File: src/rtl/sstf_pkg.sv
package sstf_pkg;

   localparam int QUEUE_DEPTH   = 1024;
   localparam int CYLINDER_BITS = 13;
   localparam int IDX_BITS      = $clog2(QUEUE_DEPTH);
   localparam int CNT_BITS      = $clog2(QUEUE_DEPTH + 1);
   localparam int TOTAL_BITS    = 23;
   localparam int COUNT_BITS    = 11;
   localparam int ENTRY_BITS    = CYLINDER_BITS + 1;
   localparam int REQ_DATA_BITS = ((CYLINDER_BITS + 7) / 8) * 8;
   localparam int RSP_DATA_BITS = ((TOTAL_BITS + COUNT_BITS + 7) / 8) * 8;
   localparam int COUNT_MAX     = (1 << COUNT_BITS) - 1;

   typedef enum logic [2:0] {
      STEP_LOAD,
      STEP_BATCH,
      STEP_ROUND,
      STEP_SCAN,
      STEP_DRAIN,
      STEP_COMMIT,
      STEP_EMIT
   } step_type;

   typedef enum logic [2:0] {
      COND_ALWAYS,
      COND_LAST,
      COND_SCAN_END,
      COND_ROUND_END,
      COND_OUT_FREE
   } cond_type;

   typedef struct packed {
      logic     load;
      logic     init_batch;
      logic     init_round;
      logic     scan;
      logic     commit;
      logic     emit;
      cond_type cond;
      step_type go_true;
      step_type go_false;
   } ctl_type;

   typedef struct packed {
      logic last_fire;
      logic scan_end;
      logic round_end;
      logic out_free;
   } stat_type;

   // Microprogram: one control word per step.
   function automatic ctl_type ucode_rom(step_type step);
      ctl_type w;
      w = '{load: 1'b0, init_batch: 1'b0, init_round: 1'b0, scan: 1'b0, commit: 1'b0,
            emit: 1'b0, cond: COND_ALWAYS, go_true: STEP_LOAD, go_false: STEP_LOAD};
      unique case (step)
         STEP_LOAD: begin
            w.load = 1'b1;
            w.cond = COND_LAST;
            w.go_true = STEP_BATCH;
            w.go_false = STEP_LOAD;
         end
         STEP_BATCH: begin
            w.init_batch = 1'b1;
            w.go_true = STEP_ROUND;
            w.go_false = STEP_ROUND;
         end
         STEP_ROUND: begin
            w.init_round = 1'b1;
            w.go_true = STEP_SCAN;
            w.go_false = STEP_SCAN;
         end
         STEP_SCAN: begin
            w.scan = 1'b1;
            w.cond = COND_SCAN_END;
            w.go_true = STEP_DRAIN;
            w.go_false = STEP_SCAN;
         end
         STEP_DRAIN: begin
            w.go_true = STEP_COMMIT;
            w.go_false = STEP_COMMIT;
         end
         STEP_COMMIT: begin
            w.commit = 1'b1;
            w.cond = COND_ROUND_END;
            w.go_true = STEP_EMIT;
            w.go_false = STEP_ROUND;
         end
         STEP_EMIT: begin
            w.emit = 1'b1;
            w.cond = COND_OUT_FREE;
            w.go_true = STEP_LOAD;
            w.go_false = STEP_EMIT;
         end
         default: begin
            w.go_true = STEP_LOAD;
         end
      endcase
      return w;
   endfunction

endpackage

File: src/rtl/sstf_useq.sv
module sstf_useq
   import sstf_pkg::*;
(
   input  logic     clock,
   input  logic     reset,
   input  stat_type stat,
   output ctl_type  ctl
);

   step_type upc_ff;
   step_type upc_in;
   logic     take;

   assign ctl = ucode_rom(upc_ff);

   always_comb begin
      unique case (ctl.cond)
         COND_ALWAYS:    take = 1'b1;
         COND_LAST:      take = stat.last_fire;
         COND_SCAN_END:  take = stat.scan_end;
         COND_ROUND_END: take = stat.round_end;
         COND_OUT_FREE:  take = stat.out_free;
         default:        take = 1'b1;
      endcase
      upc_in = take ? ctl.go_true : ctl.go_false;
   end

   always_ff @(posedge clock) begin
      if (reset) begin
         upc_ff <= STEP_LOAD;
      end else begin
         upc_ff <= upc_in;
      end
   end

endmodule

File: config.mk
export PLATFORM = sky130hd
export DESIGN_NAME = sstf_useq
export DESIGN_NICKNAME = d
export VERILOG_FILES = /design/src/rtl/sstf_pkg.sv /design/src/rtl/sstf_useq.sv
export SDC_FILE = /design/constraint.sdc
export NUM_CORES = 1
export LEC_CHECK = 0
export BUFFER_PORTS_ARGS = -buffer_cell sky130_fd_sc_hd__buf_2
export CORE_AREA = 2 2 39 41
export DETAILED_ROUTE_END_ITERATION = 12
export DIE_AREA = 0 0 41 43
export GPL_TIMING_DRIVEN = 0
export PLACE_DENSITY = 0.49
export SETUP_SLACK_MARGIN = 0.1
export SLEW_MARGIN = 25
export SYNTH_ARGS = -nofsm -noshare
export SYNTH_HDL_FRONTEND = slang
export SYNTH_SLANG_ARGS = --single-unit
File: constraint.sdc
create_clock -name clock -period 1.5 [get_ports clock]
set_input_delay 0.3 -clock clock [delete_from_list [all_inputs] [get_ports clock]]
set_output_delay 0.3 -clock clock [all_outputs]
set_load 0.005 [all_outputs]
; ---- Word-level counts from Yosys, hierarchy flattened
; Cells that the tools add are included.
[op_classes]
n_div = 0
multipliers = 0
n_eq_ne = 10
n_bitwise = 0
n_lt_le_gt_ge = 0
n_addsub = 0
n_reduce_logical = 3
n_shift = 0
muxes = 11
[ops]
columns = operator, n
row1 = 3-bit case mux with 4 select lines, 2
row2 = 3-bit case mux with 6 select lines, 1
row3 = "3-bit by 2-bit == test with 1-bit output, second input constant", 4
row4 = "3-bit == test, second input constant", 4
row5 = "3-bit by 1-bit == test with 1-bit output, second input constant", 2
row6 = 1-bit two-way mux, 6
row7 = 1-bit case mux with 4 select lines, 1
row8 = 2-bit OR reduction, 2
row9 = 3-bit zero test, 1
row10 = 3-bit two-way mux, 1
[totals]
input_bits = 6
ramBits = 0
n_memories = 0
latch_bits = 0
wordCells = 25
register_bits = 3
romBits = 0

; ---- Longest topological paths before layout
; Gate-level depths: netlist (run 1).
[logic_depth]
depth_word = 5
mapped_depth = 5
mapped_depth_nobuf = 3

; ---- Worst setup path before layout (run 1)
; Ideal clock, no wire load.
[synth_path]
kind = register to output
start = register upc_ff[2]
end = output ctl[9] (netlist name)
slack_ns = 0.340
t_arrival_ns = 0.860
path_stages_with_launch = 6
cell_sequence = dfxtp_1 > buf_6 > nand2b_1 > inv_1 > and2_1 > buf_4
[synth_rtl]
columns = element, line
row1 = "start, declared", sstf_useq.sv:10  ; step_type upc_ff;
row2 = "start signal, assigned", sstf_useq.sv:32  ; upc_ff <= upc_in;
row3 = "end, declared", sstf_useq.sv:7  ; output ctl_type ctl

==> results of run 1 <==
stage by stage:
| step | total power [mW] | hold WS (ns) | instances | utilization (%) |
|---|---|---|---|---|
| floorplan | 0.178 | 0.362 | 40 | - |
| global placement | 0.233 | 0.509 | 76 | 29.7 |
| detailed placement | 0.234 | 0.507 | 76 | 29.7 |
| CTS | 0.419 | 0.253 | 87 | 39.0 |
| global route | 0.454 | 0.275 | 90 | 42.0 |
| finish | 0.430 | 0.250 | 90 | 42.0 |
cells in the mapped netlist (2+ instances only):
| cell | number |
|---|---|
| o21ai_0 | 4 |
| nand2_1 | 3 |
| inv_1 | 4 |
| buf_6 | 2 |
| nor2_1 | 4 |
| buf_4 | 2 |
| a21oi_1 | 3 |
| nand2b_1 | 3 |
| dfxtp_1 | 3 |
critical path: stages (launching register included):
cell,delay (ns)
dfxtp_4,0.36
buf_6,0.13
mux2_4,0.30
buf_6,0.11
logic make-up after synthesis:
logic type | synth area share, %
compound gates | 23.6
mux | 5.15
buf+inv | 19.3
simple gates | 31.3
flops | 20.6
path summary, 6_finish.rpt:
| kind | from | end | slack, ns | depth (start not counted) |
|---|---|---|---|---|
| setup / recovery | upc_ff[0] | ctl[1] | 0.05 | 3 |
| hold / removal | reset | upc_ff[1] | 0.25 | 2 |
| setup reg to reg | upc_ff[2] | upc_ff[2] | 0.24 | 7 |
| hold reg to reg | upc_ff[0] | upc_ff[1] | 0.62 | 3 |
power breakdown:
| group | leakage, nW | switching [mW] | internal, mW |
|---|---|---|---|
| sequential | 0.0264 | 0.00846 | 0.0888 |
| clock | 0.0150 | 0.0427 | 0.0997 |
| combinational | 0.280 | 0.0796 | 0.111 |
| total | 0.321 | 0.131 | 0.299 |
timing repair:
| action | 4_1_cts | 5_1_grt |
|---|---|---|
| cloned | 1 | 0 |
| endpoints found under the setup margin | 7 | 10 |
| resized for setup | 15 | 7 |
| buffers inserted | 6 | 3 |
| hold buffers | 0 | 0 |
| pin swaps | 0 | 1 |
cell type report:
| type | instances | share of cell area (%) |
|---|---|---|
| well taps | 16 | 3.45 |
| flip-flops and latches | 3 | 11.9 |
| multi-input cells | 28 | 36.2 |
| inverters | 5 | 3.66 |
| repair buffers | 30 | 32.5 |
| clock buffers | 4 | 4.53 |
| plain buffers | 4 | 7.76 |
layer usage:
layer  track usage, %  routed length (um)
met2             20.6                 496
met4             8.00                  14
met5                0                   0
met1             12.5                 361
met3             1.57                  60
==> results.cfg, run 1 <==
[run_status]
status = completed

[synthesis]
synthesis.nets = 46
ys_types = 21
yosys_register_bits = 3
synth_top_area_share_pct = 20.6
synth-edff-count = 0
synth_area_um2 = 292
yosys-top-cells-area = dfxtp_1 21%, buf_6 7.7%, o21ai_0 6.9%
ys_warn_count = 0
synth_top_cell_by_area = dfxtp_1
postSynth.asyncResetShare_pct = 0
ys.flop_type = dfxtp_1
ys_seq_area_share_pct = 20.6
avgSynthCellArea_um2 = 7.29
synthCells = 40

[layout]
top_register = upc_ff
final_cell_mix = 19 x buf_2, 8 x buf_4, 7 x buf_6
final_cell_area_um2 = 581
multiInputGateArea_um2 = 210
synthToLayoutAreaGrowth_pct = 99.1
largest_reg_flops = 3
n_fill_cell = 158
antenna_cells = 0
reg_top3 = upc_ff (3)
regArea_um2 = 68.8
layout_commonest_cell = buf_2
nets = 81
drive_gt1_share_pct = 71.6

[power_and_ir_drop]
p_leak_nw = 0.321
powerDensity_nw_per_um2 = 740
irDropWorstVdd_v = 0.000244

[sta]
max_clock_freq_mhz = 692
setup_viol_count_final = 0
rsz0062_at_grt = yes
timing.final.crit_share_pct = 96.4
finClkSkew_ns = 0.00480
hold_viol_final = 0
relSlewSlack_pct = 89.1
setup-tns-final_ns = 0
worstMarginPinSlew_ns = 0.161
setup_ws_ns = 0.0539
slew_violations = 0
period_needed_ns = 1.45

[run]
drv_cap = 0

[floorplan]
std_cell_rows = 14
die_x_um = 41
die_y_um = 43
initial_utilization_pct = 21.1
die_area_um2 = 1760
io_pins = 21
core-area_um2 = 1380

[cts]
clkLatencyLatePin_ns = 0.24
cts_root_buffer = clkbuf_4
clk_pin_slew_ns = 0.04
numCtsBuffers = 3
cts_tree = built
clockBufferDepth = 2
htreeDepth = 1
clock-sinks = 3

[drt]
vias_per_cell = 4.18
via_count = 376
drt-total-wl_um = 933
drtIter0Drc = 1
drc = 0
drt-pass1-iter-count = 3
ant_nets = 0
wire_per_inst_um = 10.4

[placed_design]
gp_congestion = 0.795
postPlaceCellArea_um2 = 412
hpwl_um = 592
pre_cts_ws_ns = 0.195
port-buffer-count = 20

[worst_setup_path]
end_kind = output pin
critical_path.startpoint_type = flop
required_ns = 1.20
critPathMaxFanout = 7
crit_arrival_ns = 1.15
critPathKind = reg -> out

[global_routing]
antenna_found_initial = 0
grtUsageTotal_pct = 12.0
grt_pass1_vias = 346
grt_pass1_wl_mm = 1.39
grt_remaining_overflow = 0
grt_max_degree = 8

[hold_path]
hold_class = in -> reg
(Power assumes the default switching activity.)
==> inputs of run 2 (changes only) <==
CORE_AREA = 10 10 47 49   (was 2 2 39 41)
DIE_AREA = 0 0 57 59   (was 0 0 41 43)
SLEW_MARGIN = 20   (was 25)
==> run 2 against run 1 <==
Against the previous run:
- flip-flop and latch count unchanged
- critical path depth unchanged
- cell count unchanged
- highest routed layer unchanged
- design area increased by 2.4%
- clock skew increased by 0.0010 ns
- fmax decreased by 1.5%
- utilization increased by 0.46 points
- clock-buffer cell count unchanged
- critical endpoint unchanged
- routed wire length increased by 19%
- die area increased by 91%
- first-iteration DRC count increased to 5.0 times the previous value
==> results.cfg, run 2 (synthesis results as in run 1) <==
[layout]
drive_gt1_share_pct = 75.7
layout_commonest_cell = buf_2
nets = 81
largest_reg_flops = 3
reg_top3 = upc_ff (3)
antenna_cells = 0
synthToLayoutAreaGrowth_pct = 104
top_register = upc_ff
final_cell_mix = 18 x buf_2, 9 x buf_4, 7 x buf_6

[cts]
numCtsBuffers = 3
cts_root_buffer = clkbuf_4
htreeDepth = 1
clkLatencyLatePin_ns = 0.25
cts_tree = built
clk_pin_slew_ns = 0.04
clockBufferDepth = 2
cts_hold_buffers = 0
clock-sinks = 3

[floorplan]
die_x_um = 57
initial_utilization_pct = 20.8
die_area_um2 = 3360
die_y_um = 59
io_pins = 21
std_cell_rows = 14
core-area_um2 = 1400

[global_routing]
grt_remaining_overflow = 0
grtUsageTotal_pct = 6.61
antenna_found_initial = 0
grt_pass1_vias = 390
grt_max_degree = 8
grt_pass1_wl_mm = 1.73

[sta]
period_needed_ns = 1.47
worstMarginPinSlew_ns = 0.145
hold_viol_final = 0
timing.final.crit_share_pct = 97.8
rsz0062_at_grt = yes
setup-tns-final_ns = 0
setup_viol_count_final = 0
max_clock_freq_mhz = 681
relSlewSlack_pct = 90.3
finClkSkew_ns = 0.00582
hold_ws_ns = 0.240
slew_violations = 0

[drt]
drtIter0Drc = 5
drc = 0
ant_nets = 0
drt-total-wl_mm = 1.11
vias_per_cell = 4.31
via_count = 388
wire_per_inst_um = 12.4
drt-pass1-iter-count = 4

[worst_setup_path]
r2r_end = upc_ff[2]
worst_path_max_delay_cell = dfxtp_4
critPathKind = reg -> out
critical_path.startpoint_type = flop
crit_arrival_ns = 1.17
rr_startpoint = upc_ff[0]
cp_slowest_stage_delay_ns = 0.37
worstPathCellList = buf_6, mux2_4, buf_6
required_ns = 1.20
path_common_cell = buf_6
end_kind = output pin
path_depth = 3
reg2reg_depth = 4
critPathMaxFanout = 6
r2r_slack_ns = 0.43
cp_num_buf_inv = 2
cpLargestDelayFamily = flip-flops

[power_and_ir_drop]
p_leak_nw = 0.325
p_seq_share_pct = 21.2
total_switching_power_mw = 0.149
power.share.combinational_pct = 45.8
irDropWorstVdd_v = 0.000409
clkPwrFrac_pct = 33.0
intPower_mw = 0.312
switching_share_pct = 32.3
powerDensity_nw_per_um2 = 775

[hold_path]
hold_class = in -> reg
hold_depth = 2
worstHoldEndpoint = upc_ff[2]
hp-start = reset

[placed_design]
hpwl_um = 733
port-buffer-count = 20
gp_congestion = 0.732

[run]
drv_cap = 0

[run_status]
status = completed
## run 2: power by group through the flow
stage	Sequential [mW]	Clock, mW	Combinational [mW]
floorplan	0.0948	0	0.0830
global placement	0.0957	0	0.143
detailed placement	0.0957	0	0.143
CTS	0.0966	0.153	0.199
global route	0.0989	0.162	0.232
finish	0.0976	0.152	0.211
## run 2: what timing repair did
| action | 4_1_cts | 5_1_grt |
|---|---|---|
| gates resized for setup | 17 | 9 |
| setup endpoints to repair | 9 | 11 |
| buffers inserted | 9 | 1 |
| pin swaps | 0 | 3 |
## run 2: worst max-delay path by stage
stage              start      to
6_report       upc_ff[0]  ctl[1]
4_1_cts        upc_ff[0]  ctl[1]
5_1_grt        upc_ff[1]  ctl[1]
3_5_place_dp   upc_ff[1]  ctl[6]
2_1_floorplan  upc_ff[2]  ctl[9]
3_3_place_gp   upc_ff[1]  ctl[1]
## run 2: layout make-up
class / instances / area (um^2)
inverter: 5 / 21.3
clock buffer: 4 / 26.3
multi-input combinational: 28 / 221
sequential: 3 / 68.8
timing repair buffer: 30 / 191
buffer: 4 / 45.0
tap: 16 / 20.0
fill: 161 / 807
## run 2: per-layer routing
layer  routed length, um  vias to the layer above  GRT usage (%)
met5                   0                        -              0
met4                  42                        0           7.05
met3                  84                        5           1.93
met2                 550                       19           10.2
met1                 436                      165           6.76
li1                    -                      199              -
## run 2: through the flow
step	std cells	cell area, um^2	setup slack [ns]	power (mW)	utilization, %
CTS	89	562	0.0506	0.448	40.1
detailed placement	76	412	0.204	0.238	29.4
floorplan	40	292	0.340	0.178	-
finish	90	594	0.0325	0.461	42.4
global route	90	594	-0.00388	0.493	42.4
global placement	76	412	0.192	0.238	29.4
